[src/design/mets_pkg.sv]
// ----------------------------------------------------------------------------
// mets_pkg
// Shared widths, constants, types and functions for the escape-time pixel
// evaluator.
// ----------------------------------------------------------------------------
package mets_pkg;

   localparam int FRAC_BITS    = 44;
   localparam int INT_BITS     = 4;
   localparam int COORD_WIDTH  = FRAC_BITS + INT_BITS;
   localparam int ITER_BITS    = 12;
   localparam int PIXEL_WIDTH  = 16;
   localparam int OFFSET_WIDTH = 32;
   localparam int STEP_WIDTH   = 45;
   localparam int DIFF_WIDTH   = OFFSET_WIDTH + 1;

   localparam int MAG_MIN_A    = (COORD_WIDTH > STEP_WIDTH) ? COORD_WIDTH : STEP_WIDTH;
   localparam int MAG_MIN      = (MAG_MIN_A > DIFF_WIDTH) ? MAG_MIN_A : DIFF_WIDTH;
   localparam int CHUNK_WIDTH  = (MAG_MIN + 1) / 2;
   localparam int MAG_WIDTH    = 2 * CHUNK_WIDTH;
   localparam int PROD_WIDTH   = 2 * MAG_WIDTH;
   localparam int PP_WIDTH     = 2 * CHUNK_WIDTH;

   // square of a saturated coordinate after the fraction shift
   localparam int SQ_WIDTH     = 2 * COORD_WIDTH - 1 - FRAC_BITS;
   localparam int CROSS_WIDTH  = SQ_WIDTH + 1;
   localparam int SUM_WIDTH    = SQ_WIDTH + 3;
   localparam int ESC_WIDTH    = SQ_WIDTH + 1;

   localparam int MUL_STEPS      = 4;
   localparam int MUL_STEP_WIDTH = 3;
   localparam int SHIFT_SEL_WIDTH = 2;

   localparam int CSR_INDEX_WIDTH = 8;
   localparam int CSR_DATA_WIDTH  = STEP_WIDTH;

   localparam int COLOR_WIDTH = 8;
   localparam int RGB_WIDTH   = 3 * COLOR_WIDTH;
   localparam int PAL_BAND    = 1 << COLOR_WIDTH;
   localparam int BAND_WIDTH  = ITER_BITS + 1 - COLOR_WIDTH;

   localparam logic [CSR_INDEX_WIDTH-1:0] CSR_OFFSET_X       = CSR_INDEX_WIDTH'(0);
   localparam logic [CSR_INDEX_WIDTH-1:0] CSR_OFFSET_Y       = CSR_INDEX_WIDTH'(1);
   localparam logic [CSR_INDEX_WIDTH-1:0] CSR_PIXEL_STEP     = CSR_INDEX_WIDTH'(2);
   localparam logic [CSR_INDEX_WIDTH-1:0] CSR_MAX_ITERATIONS = CSR_INDEX_WIDTH'(3);

   localparam logic signed [OFFSET_WIDTH-1:0] OFFSET_X_RESET = OFFSET_WIDTH'(512);
   localparam logic signed [OFFSET_WIDTH-1:0] OFFSET_Y_RESET = OFFSET_WIDTH'(256);
   localparam logic [STEP_WIDTH-1:0] PIXEL_STEP_RESET = STEP_WIDTH'(64'h0000_0010_0000_0000);
   localparam logic [ITER_BITS-1:0]  MAX_ITER_RESET   = ITER_BITS'(1000);

   localparam logic signed [COORD_WIDTH-1:0] COORD_MAX = {1'b0, {(COORD_WIDTH-1){1'b1}}};
   localparam logic signed [COORD_WIDTH-1:0] COORD_MIN = {1'b1, {(COORD_WIDTH-1){1'b0}}};
   localparam logic [ESC_WIDTH-1:0] ESCAPE_LIMIT = ESC_WIDTH'(1) << (FRAC_BITS + 2);

   typedef enum logic [3:0] {
      ST_IDLE,
      ST_MAP_X,
      ST_WAIT_X,
      ST_MAP_Y,
      ST_WAIT_Y,
      ST_CHECK,
      ST_MUL_RR,
      ST_WAIT_RR,
      ST_MUL_II,
      ST_WAIT_II,
      ST_MUL_RI,
      ST_WAIT_RI,
      ST_TEST,
      ST_DONE
   } mets_state_type;

   typedef struct packed {
      logic                 start;
      logic [MAG_WIDTH-1:0] a_mag;
      logic [MAG_WIDTH-1:0] b_mag;
   } mul_req_type;

   typedef struct packed {
      logic                  done;
      logic [PROD_WIDTH-1:0] product;
   } mul_rsp_type;

   // signed plane coordinate from a magnitude product, saturated
   function automatic logic signed [COORD_WIDTH-1:0] plane_coord(
      input logic                  neg,
      input logic [PROD_WIDTH-1:0] p
   );
      logic signed [COORD_WIDTH-1:0] v;
      v = $signed({1'b0, p[COORD_WIDTH-2:0]});
      if (p[PROD_WIDTH-1:COORD_WIDTH-1] != '0) begin
         return neg ? COORD_MIN : COORD_MAX;
      end
      return neg ? -v : v;
   endfunction

   function automatic logic signed [COORD_WIDTH-1:0] sat_coord(
      input logic signed [SUM_WIDTH-1:0] v
   );
      logic [SUM_WIDTH-COORD_WIDTH:0] top;
      top = v[SUM_WIDTH-1:COORD_WIDTH-1];
      if (top != '0 && top != '1) begin
         return v[SUM_WIDTH-1] ? COORD_MIN : COORD_MAX;
      end
      return v[COORD_WIDTH-1:0];
   endfunction

   function automatic logic [RGB_WIDTH-1:0] palette(input logic [ITER_BITS-1:0] n);
      logic [ITER_BITS:0]        m;
      logic [BAND_WIDTH-1:0]     band;
      logic [COLOR_WIDTH-1:0]    lo;
      logic [RGB_WIDTH-1:0]      rgb;
      if ((n >> COLOR_WIDTH) == '0) begin
         m = {n, 1'b0};
      end else begin
         m = (ITER_BITS+1)'(n) + (ITER_BITS+1)'(PAL_BAND);
      end
      band = m[ITER_BITS:COLOR_WIDTH];
      lo   = m[COLOR_WIDTH-1:0];
      unique case (band)
         BAND_WIDTH'(0): rgb = {~lo, {COLOR_WIDTH{1'b0}}, lo};
         BAND_WIDTH'(1): rgb = {lo, ~lo, {COLOR_WIDTH{1'b0}}};
         BAND_WIDTH'(2): rgb = {{COLOR_WIDTH{1'b0}}, lo, ~lo};
         BAND_WIDTH'(3): rgb = {lo, {COLOR_WIDTH{1'b1}}, lo};
         default:        rgb = {RGB_WIDTH{1'b1}};
      endcase
      return rgb;
   endfunction

endpackage

[src/design/mets_if.sv]
// ----------------------------------------------------------------------------
// mets_if
// Valid/ready channel interfaces: pixel requests, responses, register writes.
// ----------------------------------------------------------------------------
interface mets_req_if import mets_pkg::*; ();
   logic                          valid;
   logic                          ready;
   logic signed [PIXEL_WIDTH-1:0] pixel_x;
   logic signed [PIXEL_WIDTH-1:0] pixel_y;

   modport source (output valid, pixel_x, pixel_y, input ready);
   modport sink   (input valid, pixel_x, pixel_y, output ready);
endinterface

interface mets_rsp_if import mets_pkg::*; ();
   logic                 valid;
   logic                 ready;
   logic [ITER_BITS-1:0] iterations;
   logic                 in_set;
   logic [RGB_WIDTH-1:0] rgb;

   modport source (output valid, iterations, in_set, rgb, input ready);
   modport sink   (input valid, iterations, in_set, rgb, output ready);
endinterface

interface mets_csr_if import mets_pkg::*; ();
   logic                       valid;
   logic                       ready;
   logic [CSR_INDEX_WIDTH-1:0] index;
   logic [CSR_DATA_WIDTH-1:0]  data;

   modport source (output valid, index, data, input ready);
   modport sink   (input valid, index, data, output ready);
endinterface

[src/design/mandelbrot_escape_time_pixel.sv]
// ----------------------------------------------------------------------------
// mandelbrot_escape_time_pixel
// Escape-time evaluator for one pixel: maps the pixel to the plane, iterates
// z = z*z + c in Q4.44 and returns the count, in-set flag and palette colour.
// ----------------------------------------------------------------------------
// Channel  Dir  Modport  Payload
// req_if   in   sink     pixel_x, pixel_y
// rsp_if   out  source   iterations, in_set, rgb
// csr_if   in   sink     index, data (always ready)
//
// Every multiply runs on the shared half-width multiplier; one iteration is
// a check, three multiplies and an update. A pixel iterates until it escapes
// or reaches the limit. The block is ready for the next request in the cycle
// after the response is loaded; a response still waiting in the output
// register holds the block until it is taken.
// Synchronous reset clears control and loads register defaults.
// ----------------------------------------------------------------------------
module mandelbrot_escape_time_pixel import mets_pkg::*; (
   input  logic      clock,
   input  logic      reset,
   mets_req_if.sink   req_if,
   mets_rsp_if.source rsp_if,
   mets_csr_if.sink   csr_if
);

   mets_state_type state_ff, state_in;

   logic signed [OFFSET_WIDTH-1:0] offset_x_ff, offset_x_in;
   logic signed [OFFSET_WIDTH-1:0] offset_y_ff, offset_y_in;
   logic [STEP_WIDTH-1:0]          pixel_step_ff, pixel_step_in;
   logic [ITER_BITS-1:0]           max_iter_ff, max_iter_in;

   logic signed [PIXEL_WIDTH-1:0]  px_ff, px_in;
   logic signed [PIXEL_WIDTH-1:0]  py_ff, py_in;
   logic signed [COORD_WIDTH-1:0]  cr_ff, cr_in;
   logic signed [COORD_WIDTH-1:0]  ci_ff, ci_in;
   logic signed [COORD_WIDTH-1:0]  zr_ff, zr_in;
   logic signed [COORD_WIDTH-1:0]  zi_ff, zi_in;
   logic [SQ_WIDTH-1:0]            sr_ff, sr_in;
   logic [SQ_WIDTH-1:0]            si_ff, si_in;
   logic signed [CROSS_WIDTH-1:0]  cross_ff, cross_in;
   logic [ITER_BITS-1:0]           iter_ff, iter_in;

   logic                           rsp_valid_ff, rsp_valid_in;
   logic [ITER_BITS-1:0]           rsp_iter_ff, rsp_iter_in;
   logic                           rsp_in_set_ff, rsp_in_set_in;
   logic [RGB_WIDTH-1:0]           rsp_rgb_ff, rsp_rgb_in;

   logic signed [DIFF_WIDTH-1:0]   dx;
   logic signed [DIFF_WIDTH-1:0]   dy;
   logic [MAG_WIDTH-1:0]           dx_mag;
   logic [MAG_WIDTH-1:0]           dy_mag;
   logic [MAG_WIDTH-1:0]           zr_mag;
   logic [MAG_WIDTH-1:0]           zi_mag;
   logic [SQ_WIDTH-1:0]            prod_sq;
   logic signed [CROSS_WIDTH-1:0]  prod_signed;
   logic signed [SUM_WIDTH-1:0]    sum_r;
   logic signed [SUM_WIDTH-1:0]    sum_i;
   logic                           escape;
   logic                           in_set;
   logic                           rsp_free;
   logic                           req_accept;

   mul_req_type mul_req;
   mul_rsp_type mul_rsp;

   mets_mul u_mul (
      .clock (clock),
      .reset (reset),
      .req   (mul_req),
      .rsp   (mul_rsp)
   );

   // datapath terms
   assign dx     = DIFF_WIDTH'(px_ff) - DIFF_WIDTH'(offset_x_ff);
   assign dy     = DIFF_WIDTH'(py_ff) - DIFF_WIDTH'(offset_y_ff);
   assign dx_mag = dx[DIFF_WIDTH-1] ? MAG_WIDTH'($unsigned(-dx)) : MAG_WIDTH'($unsigned(dx));
   assign dy_mag = dy[DIFF_WIDTH-1] ? MAG_WIDTH'($unsigned(-dy)) : MAG_WIDTH'($unsigned(dy));
   assign zr_mag = zr_ff[COORD_WIDTH-1] ? MAG_WIDTH'($unsigned(-zr_ff))
                                        : MAG_WIDTH'($unsigned(zr_ff));
   assign zi_mag = zi_ff[COORD_WIDTH-1] ? MAG_WIDTH'($unsigned(-zi_ff))
                                        : MAG_WIDTH'($unsigned(zi_ff));

   assign prod_sq     = mul_rsp.product[FRAC_BITS+SQ_WIDTH-1:FRAC_BITS];
   assign prod_signed = (zr_ff[COORD_WIDTH-1] ^ zi_ff[COORD_WIDTH-1])
                        ? -$signed({1'b0, prod_sq}) : $signed({1'b0, prod_sq});

   assign sum_r  = SUM_WIDTH'(sr_ff) - SUM_WIDTH'(si_ff) + SUM_WIDTH'(cr_ff);
   assign sum_i  = (SUM_WIDTH'(cross_ff) <<< 1) + SUM_WIDTH'(ci_ff);
   assign escape = ({1'b0, sr_ff} + {1'b0, si_ff}) > ESCAPE_LIMIT;
   assign in_set = (iter_ff >= max_iter_ff);

   assign rsp_free   = !rsp_valid_ff || rsp_if.ready;
   assign req_accept = req_if.valid && req_if.ready;

   // next state
   always_comb begin
      state_in = state_ff;
      unique case (state_ff)
         ST_IDLE:    if (req_if.valid) state_in = ST_MAP_X;
         ST_MAP_X:   state_in = ST_WAIT_X;
         ST_WAIT_X:  if (mul_rsp.done) state_in = ST_MAP_Y;
         ST_MAP_Y:   state_in = ST_WAIT_Y;
         ST_WAIT_Y:  if (mul_rsp.done) state_in = ST_CHECK;
         ST_CHECK:   state_in = (iter_ff < max_iter_ff) ? ST_MUL_RR : ST_DONE;
         ST_MUL_RR:  state_in = ST_WAIT_RR;
         ST_WAIT_RR: if (mul_rsp.done) state_in = ST_MUL_II;
         ST_MUL_II:  state_in = ST_WAIT_II;
         ST_WAIT_II: if (mul_rsp.done) state_in = ST_MUL_RI;
         ST_MUL_RI:  state_in = ST_WAIT_RI;
         ST_WAIT_RI: if (mul_rsp.done) state_in = ST_TEST;
         ST_TEST:    state_in = escape ? ST_DONE : ST_CHECK;
         ST_DONE:    if (rsp_free) state_in = ST_IDLE;
         default:    state_in = ST_IDLE;
      endcase
   end

   // sequencer outputs
   always_comb begin
      req_if.ready  = 1'b0;
      mul_req.start = 1'b0;
      mul_req.a_mag = zr_mag;
      mul_req.b_mag = zr_mag;
      unique case (state_ff)
         ST_IDLE:  req_if.ready = 1'b1;
         ST_MAP_X: begin
            mul_req.start = 1'b1;
            mul_req.a_mag = dx_mag;
            mul_req.b_mag = MAG_WIDTH'(pixel_step_ff);
         end
         ST_MAP_Y: begin
            mul_req.start = 1'b1;
            mul_req.a_mag = dy_mag;
            mul_req.b_mag = MAG_WIDTH'(pixel_step_ff);
         end
         ST_MUL_RR: mul_req.start = 1'b1;
         ST_MUL_II: begin
            mul_req.start = 1'b1;
            mul_req.a_mag = zi_mag;
            mul_req.b_mag = zi_mag;
         end
         ST_MUL_RI: begin
            mul_req.start = 1'b1;
            mul_req.b_mag = zi_mag;
         end
         default: ;
      endcase
   end

   // config registers
   always_comb begin
      offset_x_in   = offset_x_ff;
      offset_y_in   = offset_y_ff;
      pixel_step_in = pixel_step_ff;
      max_iter_in   = max_iter_ff;
      if (csr_if.valid) begin
         unique case (csr_if.index)
            CSR_OFFSET_X:       offset_x_in   = csr_if.data[OFFSET_WIDTH-1:0];
            CSR_OFFSET_Y:       offset_y_in   = csr_if.data[OFFSET_WIDTH-1:0];
            CSR_PIXEL_STEP:     pixel_step_in = csr_if.data[STEP_WIDTH-1:0];
            CSR_MAX_ITERATIONS: max_iter_in   = csr_if.data[ITER_BITS-1:0];
            default: ;
         endcase
      end
   end

   assign csr_if.ready = 1'b1;

   // datapath registers
   always_comb begin
      px_in         = px_ff;
      py_in         = py_ff;
      cr_in         = cr_ff;
      ci_in         = ci_ff;
      zr_in         = zr_ff;
      zi_in         = zi_ff;
      sr_in         = sr_ff;
      si_in         = si_ff;
      cross_in      = cross_ff;
      iter_in       = iter_ff;
      rsp_valid_in  = rsp_valid_ff && !rsp_if.ready;
      rsp_iter_in   = rsp_iter_ff;
      rsp_in_set_in = rsp_in_set_ff;
      rsp_rgb_in    = rsp_rgb_ff;
      unique case (state_ff)
         ST_IDLE: begin
            if (req_accept) begin
               px_in   = req_if.pixel_x;
               py_in   = req_if.pixel_y;
               zr_in   = '0;
               zi_in   = '0;
               iter_in = '0;
            end
         end
         ST_WAIT_X:  if (mul_rsp.done) cr_in = plane_coord(dx[DIFF_WIDTH-1], mul_rsp.product);
         ST_WAIT_Y:  if (mul_rsp.done) ci_in = plane_coord(dy[DIFF_WIDTH-1], mul_rsp.product);
         ST_WAIT_RR: if (mul_rsp.done) sr_in = prod_sq;
         ST_WAIT_II: if (mul_rsp.done) si_in = prod_sq;
         ST_WAIT_RI: if (mul_rsp.done) cross_in = prod_signed;
         ST_TEST: begin
            if (!escape) begin
               zr_in   = sat_coord(sum_r);
               zi_in   = sat_coord(sum_i);
               iter_in = iter_ff + ITER_BITS'(1);
            end
         end
         ST_DONE: begin
            if (rsp_free) begin
               rsp_valid_in  = 1'b1;
               rsp_iter_in   = iter_ff;
               rsp_in_set_in = in_set;
               rsp_rgb_in    = in_set ? '0 : palette(iter_ff);
            end
         end
         default: ;
      endcase
   end

   always_ff @(posedge clock) begin
      if (reset) begin
         state_ff      <= ST_IDLE;
         rsp_valid_ff  <= 1'b0;
         offset_x_ff   <= OFFSET_X_RESET;
         offset_y_ff   <= OFFSET_Y_RESET;
         pixel_step_ff <= PIXEL_STEP_RESET;
         max_iter_ff   <= MAX_ITER_RESET;
      end else begin
         state_ff      <= state_in;
         rsp_valid_ff  <= rsp_valid_in;
         offset_x_ff   <= offset_x_in;
         offset_y_ff   <= offset_y_in;
         pixel_step_ff <= pixel_step_in;
         max_iter_ff   <= max_iter_in;
      end
      px_ff         <= px_in;
      py_ff         <= py_in;
      cr_ff         <= cr_in;
      ci_ff         <= ci_in;
      zr_ff         <= zr_in;
      zi_ff         <= zi_in;
      sr_ff         <= sr_in;
      si_ff         <= si_in;
      cross_ff      <= cross_in;
      iter_ff       <= iter_in;
      rsp_iter_ff   <= rsp_iter_in;
      rsp_in_set_ff <= rsp_in_set_in;
      rsp_rgb_ff    <= rsp_rgb_in;
   end

   assign rsp_if.valid      = rsp_valid_ff;
   assign rsp_if.iterations = rsp_iter_ff;
   assign rsp_if.in_set     = rsp_in_set_ff;
   assign rsp_if.rgb        = rsp_rgb_ff;

endmodule

[src/design/mets_mul.sv]
// ----------------------------------------------------------------------------
// mets_mul
// Multi-cycle unsigned multiplier: one half-width multiplier, four partial
// products, registered accumulate.
// ----------------------------------------------------------------------------
module mets_mul import mets_pkg::*; (
   input  logic        clock,
   input  logic        reset,
   input  mul_req_type req,
   output mul_rsp_type rsp
);

   logic [MAG_WIDTH-1:0]       a_ff, a_in;
   logic [MAG_WIDTH-1:0]       b_ff, b_in;
   logic [MUL_STEP_WIDTH-1:0]  step_ff, step_in;
   logic                       busy_ff, busy_in;
   logic                       done_ff, done_in;
   logic [PP_WIDTH-1:0]        pp_ff, pp_in;
   logic                       pp_valid_ff, pp_valid_in;
   logic [SHIFT_SEL_WIDTH-1:0] sh_ff, sh_in;
   logic [PROD_WIDTH-1:0]      acc_ff, acc_in;
   logic [CHUNK_WIDTH-1:0]     a_sel;
   logic [CHUNK_WIDTH-1:0]     b_sel;

   assign a_sel = step_ff[1] ? a_ff[MAG_WIDTH-1:CHUNK_WIDTH] : a_ff[CHUNK_WIDTH-1:0];
   assign b_sel = step_ff[0] ? b_ff[MAG_WIDTH-1:CHUNK_WIDTH] : b_ff[CHUNK_WIDTH-1:0];

   always_comb begin
      a_in        = a_ff;
      b_in        = b_ff;
      step_in     = step_ff;
      busy_in     = busy_ff;
      done_in     = 1'b0;
      pp_in       = pp_ff;
      pp_valid_in = 1'b0;
      sh_in       = sh_ff;
      acc_in      = acc_ff;
      if (pp_valid_ff) begin
         acc_in = acc_ff + (PROD_WIDTH'(pp_ff) << (CHUNK_WIDTH * sh_ff));
      end
      if (req.start) begin
         a_in    = req.a_mag;
         b_in    = req.b_mag;
         acc_in  = '0;
         step_in = '0;
         busy_in = 1'b1;
      end else if (busy_ff) begin
         if (step_ff == MUL_STEP_WIDTH'(MUL_STEPS)) begin
            busy_in = 1'b0;
            done_in = 1'b1;
         end else begin
            pp_in       = a_sel * b_sel;
            sh_in       = {1'b0, step_ff[1]} + {1'b0, step_ff[0]};
            pp_valid_in = 1'b1;
            step_in     = step_ff + MUL_STEP_WIDTH'(1);
         end
      end
   end

   always_ff @(posedge clock) begin
      if (reset) begin
         step_ff     <= '0;
         busy_ff     <= 1'b0;
         done_ff     <= 1'b0;
         pp_valid_ff <= 1'b0;
      end else begin
         step_ff     <= step_in;
         busy_ff     <= busy_in;
         done_ff     <= done_in;
         pp_valid_ff <= pp_valid_in;
      end
      a_ff   <= a_in;
      b_ff   <= b_in;
      pp_ff  <= pp_in;
      sh_ff  <= sh_in;
      acc_ff <= acc_in;
   end

   assign rsp.done    = done_ff;
   assign rsp.product = acc_ff;

endmodule

[src/flat_wrapper.sv]
// flat-port wrapper written by rule: the top's interface ports become plain ports
module mandelbrot_escape_time_pixel_flat import mets_pkg::*;
  (clock, reset, req_if_valid, req_if_pixel_x, req_if_pixel_y, req_if_ready, rsp_if_valid, rsp_if_iterations, rsp_if_in_set, rsp_if_rgb, rsp_if_ready, csr_if_valid, csr_if_index, csr_if_data, csr_if_ready);
  mets_req_if req_if_i ();
  mets_rsp_if rsp_if_i ();
  mets_csr_if csr_if_i ();
  input  logic clock;
  input  logic reset;
  input wire logic [$bits(req_if_i.valid)-1:0] req_if_valid;
  input wire logic [$bits(req_if_i.pixel_x)-1:0] req_if_pixel_x;
  input wire logic [$bits(req_if_i.pixel_y)-1:0] req_if_pixel_y;
  output wire logic [$bits(req_if_i.ready)-1:0] req_if_ready;
  output wire logic [$bits(rsp_if_i.valid)-1:0] rsp_if_valid;
  output wire logic [$bits(rsp_if_i.iterations)-1:0] rsp_if_iterations;
  output wire logic [$bits(rsp_if_i.in_set)-1:0] rsp_if_in_set;
  output wire logic [$bits(rsp_if_i.rgb)-1:0] rsp_if_rgb;
  input wire logic [$bits(rsp_if_i.ready)-1:0] rsp_if_ready;
  input wire logic [$bits(csr_if_i.valid)-1:0] csr_if_valid;
  input wire logic [$bits(csr_if_i.index)-1:0] csr_if_index;
  input wire logic [$bits(csr_if_i.data)-1:0] csr_if_data;
  output wire logic [$bits(csr_if_i.ready)-1:0] csr_if_ready;
  assign req_if_i.valid = req_if_valid;
  assign req_if_i.pixel_x = req_if_pixel_x;
  assign req_if_i.pixel_y = req_if_pixel_y;
  assign req_if_ready = req_if_i.ready;
  assign rsp_if_valid = rsp_if_i.valid;
  assign rsp_if_iterations = rsp_if_i.iterations;
  assign rsp_if_in_set = rsp_if_i.in_set;
  assign rsp_if_rgb = rsp_if_i.rgb;
  assign rsp_if_i.ready = rsp_if_ready;
  assign csr_if_i.valid = csr_if_valid;
  assign csr_if_i.index = csr_if_index;
  assign csr_if_i.data = csr_if_data;
  assign csr_if_ready = csr_if_i.ready;
  mandelbrot_escape_time_pixel u_core (.clock(clock), .reset(reset), .req_if(req_if_i), .rsp_if(rsp_if_i), .csr_if(csr_if_i));
endmodule
[config.mk]
export PLATFORM = sky130hd
export DESIGN_NAME = mandelbrot_escape_time_pixel_flat
export DESIGN_NICKNAME = d
export VERILOG_FILES = /design/src/design/mets_pkg.sv /design/src/design/mets_if.sv /design/src/design/mandelbrot_escape_time_pixel.sv /design/src/design/mets_mul.sv /design/src/flat_wrapper.sv
export SDC_FILE = /design/constraint.sdc
export NUM_CORES = 2
export LEC_CHECK = 0
export BUFFER_PORTS_ARGS = -buffer_cell sky130_fd_sc_hd__clkbuf_2
export CAP_MARGIN = 40
export CORE_UTILIZATION = 65
export DETAILED_ROUTE_END_ITERATION = 12
export GPL_TIMING_DRIVEN = 0
export PLACE_DENSITY = 0.93
export SLEW_MARGIN = 20
export SYNTH_ARGS = -nofsm -noshare
export SYNTH_HDL_FRONTEND = slang
export SYNTH_SLANG_ARGS = --single-unit
[constraint.sdc]
create_clock -name clock -period 13.3 [get_ports clock]
set_input_delay 2.66 -clock clock [delete_from_list [all_inputs] [get_ports clock]]
set_output_delay 2.66 -clock clock [all_outputs]
set_load 0.01 [all_outputs]
==> reports/results.txt <==
DIE AREA: 121000 µm²
Main combinational cell family by area after synthesis: adder cells
Post-CTS sizing: 0
RD Place Congestion: 1.12
Remaining antenna violation count: 0
Worst-Margin Slew: 1020 ps
Hpwl dp: 242000 µm
Number of remaining DRC errors: 0
Worst slew margin: 31.0%
Final Max Tran Viols: 0
Drt pass-1 iters: 9
Critical Path Slowest Stage Cell: clkbuf_1
Final WL: 301000 µm
TritonCTS Sinks: 801
Outcome: finished, final reports clean
Async S/R FF share, synth: 0%
Synth warn: 0
Tot GR Track Use: 48.9%
Iteration-0 DRC count of the detailed router: 10700
Final setup viols: 0
Clock Tree Root: clkbuf_16
WL per Instance: 27.6 µm
CTS tree: done
First-pass GRT wire length: 442000 µm
Std cell rows: 126
Post-CTS Setup Repair Bufs: 0
Share of cells above drive strength 1: 5.87%
Clk_skew: 44.2 ps
Hold_buf cts: 0
Top cells by area, synth: edfxtp_1, fa_1, ha_1
# port buffers: 126
Vias/cell: 6.80
Register area share after synthesis: 28.1%
Number of synthesized flops with an enable pin: 573
RSZ-0062 raised after global routing: false
Final core utilization: 71.2%
Final #Nets: 10500
Post-Syn Nets: 10100
Synth Area in Adders: 21.7%
Largest net degree at the start of global routing: 63
Synth area leader: edfxtp_1
CP required: 13730 ps
Simple-Gate Fraction of Synth Area: 16.2%
Compound-gate portion of the synthesized area: 18.4%
Hold Path Class: reg -> reg
Filler Cell Count: 8982
CP startpoint kind: flop
Critical path type: reg -> reg
Register bit count reported by yosys: 801
Most used flip-flop cell after synthesis: edfxtp_1
Mux share of post-synthesis cell area: 3.02%
CTS Buffer Depth: 3
Final cell count without fillers: 10900
IO Pins: 130
MaxCap Viol Count: 0
Synth top area share: 22.2%
Cells after DPL: 10700
Post-Syn Instances: 8994
Crit path DAT: 11410 ps
Post-route minimum period: 10980 ps
Fin. Hold Viols: 0
Period Utilization, post-route: 82.5%
TNS Setup: 0 ps
Initial antenna violation count: 21
Clock transition at path regs: 60 ps
Crit-path max cell delay: 710 ps
Vias in the first global route: 70500
Die H: 347 µm
Fmax: 91.1 MHz
Inserted Clock Buffers: 90
Setup ws final: 2320 ps
Worst skew pair latency: 730 ps
Post-synth cell types: 94
Initial Util: 65.6%
Most frequent CP cell: fa_1
Area Growth Syn to Fin: 8.57%
H-Tree Depth: 3
Synthesized cell area: 77600 µm²
XOR/XNOR Fraction of Synth Area: 6.20%
GRT overflow: 0
Worst slack, placed: 2810 ps
Vias: 74300
Syn Area/Cell: 8.63 µm²
Core Box Area: 118000 µm²
Setup crit end kind: flop
DIE WIDTH: 347 µm
Max FO, Critical Path: 10
-- flip-flops by register name, summed over array words and instances (netlist names), 2 cells and up --
signal and cells:
u_core.si_ff 51, u_core.rsp_if.iterations 12, u_core.iter_ff 12, u_core.sr_ff 51, u_core.zr_ff 48, u_core.ci_ff 48, u_core.offset_x_ff 32, u_core.max_iter_ff 12
u_core.u_mul.b_ff 48, u_core.u_mul.a_ff 48, u_core.u_mul.step_ff 3, u_core.rsp_if.rgb 24, u_core.zi_ff 48, u_core.state_ff 4, u_core.px_ff 16, u_core.u_mul.acc_ff 96
u_core.u_mul.sh_ff 2, u_core.u_mul.pp_ff 48, u_core.cr_ff 48, u_core.py_ff 16, u_core.cross_ff 52, u_core.pixel_step_ff 45, u_core.offset_y_ff 32
-- per-stage QoR --
step / instance area (µm²) / hold WS, ps
finish: 84200 / 457
global route: 84200 / 475
CTS: 84000 / 456
detailed placement: 81100 / 448
global placement: 80100 / 444
floorplan: 77600 / 432
-- worst max-delay path, delay by kind of cell (launching register included) --
family | cells | cell delay [ps]
simple gates | 3 | 740
fa+ha+maj | 8 | 4160
compound gates | 10 | 2320
mux | 1 | 380
xor+xnor | 1 | 110
flops | 1 | 330
buf+inv | 10 | 2660
-- logic make-up after synthesis --
group	Yosys count
AND/OR/NAND/NOR	2756
XOR/XNOR	549
flip-flops	801
multiplexers	225
AO/OA/AOI/OAI	2286
other	1
buffers and inverters	1322
adder cells (fa/ha/maj)	1054
-- Yosys cell counts, types with 71 or more instances --
library cell / n
a21oi_1: 725
a21o_1: 185
nand3_1: 146
o31ai_1: 77
mux2_2: 71
o21ai_0: 526
edfxtp_1: 573
inv_1: 851
nor3_1: 140
nand2_1: 990
mux2i_1: 154
clkbuf_1: 430
ha_1: 564
nor2_1: 854
dfxtp_1: 228
a31oi_1: 86
fa_1: 489
xor2_1: 217
nor2b_1: 72
nand4_1: 81
o21bai_1: 79
xnor2_1: 332
-- worst paths after layout --
kind | start | endpoint | slack, ps | cells past startpoint
setup / recovery | u_core.u_mul.step_ff[0] | u_core.u_mul.pp_ff[47] | 2320 | 33
hold / removal | u_core.offset_x_ff[2] | u_core.offset_x_ff[2] | 460 | 2
setup reg to reg | u_core.u_mul.step_ff[0] | u_core.u_mul.pp_ff[47] | 2320 | 33
hold reg to reg | u_core.offset_x_ff[2] | u_core.offset_x_ff[2] | 460 | 2
-- placed cells by master, fill, tap and decap left out, types with 62 or more instances in the layout --
| cell type | instances |
|---|---|
| o22ai_1 | 68 |
| edfxtp_1 | 573 |
| inv_1 | 851 |
| nor3_1 | 139 |
| or3_1 | 64 |
| ha_1 | 564 |
| and2_1 | 62 |
| xor2_1 | 217 |
| nand4_1 | 81 |
| nor2_1 | 851 |
| o21ai_0 | 525 |
| clkbuf_1 | 444 |
| fa_1 | 489 |
| a21o_1 | 185 |
| nand3_1 | 146 |
| and3_1 | 62 |
| xnor2_1 | 332 |
| mux2_2 | 71 |
| dfxtp_1 | 228 |
| o31ai_1 | 77 |
| nor2b_1 | 72 |
| a21oi_1 | 725 |
| clkbuf_2 | 132 |
| mux2i_1 | 135 |
| clkbuf_16 | 92 |
| a211oi_1 | 64 |
| nand2_1 | 990 |
| a31oi_1 | 86 |
| o21bai_1 | 78 |
-- routing by layer --
layer | part of all wire [%] | track usage (%) | routed length, µm
met1 | 36 | 60.9 | 107000
met2 | 42 | 72.9 | 126000
met3 | 13 | 14.7 | 40100
met5 | 0.076 | 0 | 230
met4 | 9.2 | 34.5 | 27700
-- area by class of cell --
cell class / count / area, µm² / share of cell area (%)
antenna: 11 / 27.5 / 0.0327
timing repair buffer: 222 / 1620 / 1.92
tap: 1536 / 1920 / 2.28
sequential: 801 / 21800 / 25.8
buffer: 464 / 1760 / 2.09
clock inverter: 56 / 554 / 0.658
inverter: 858 / 3220 / 3.82
multi-input combinational: 6871 / 51000 / 60.5
clock buffer: 109 / 2380 / 2.82
Power is left out: the tool's default activity adds up to more than one toggle a clock period on the data nets, which glitch-free logic cannot reach.
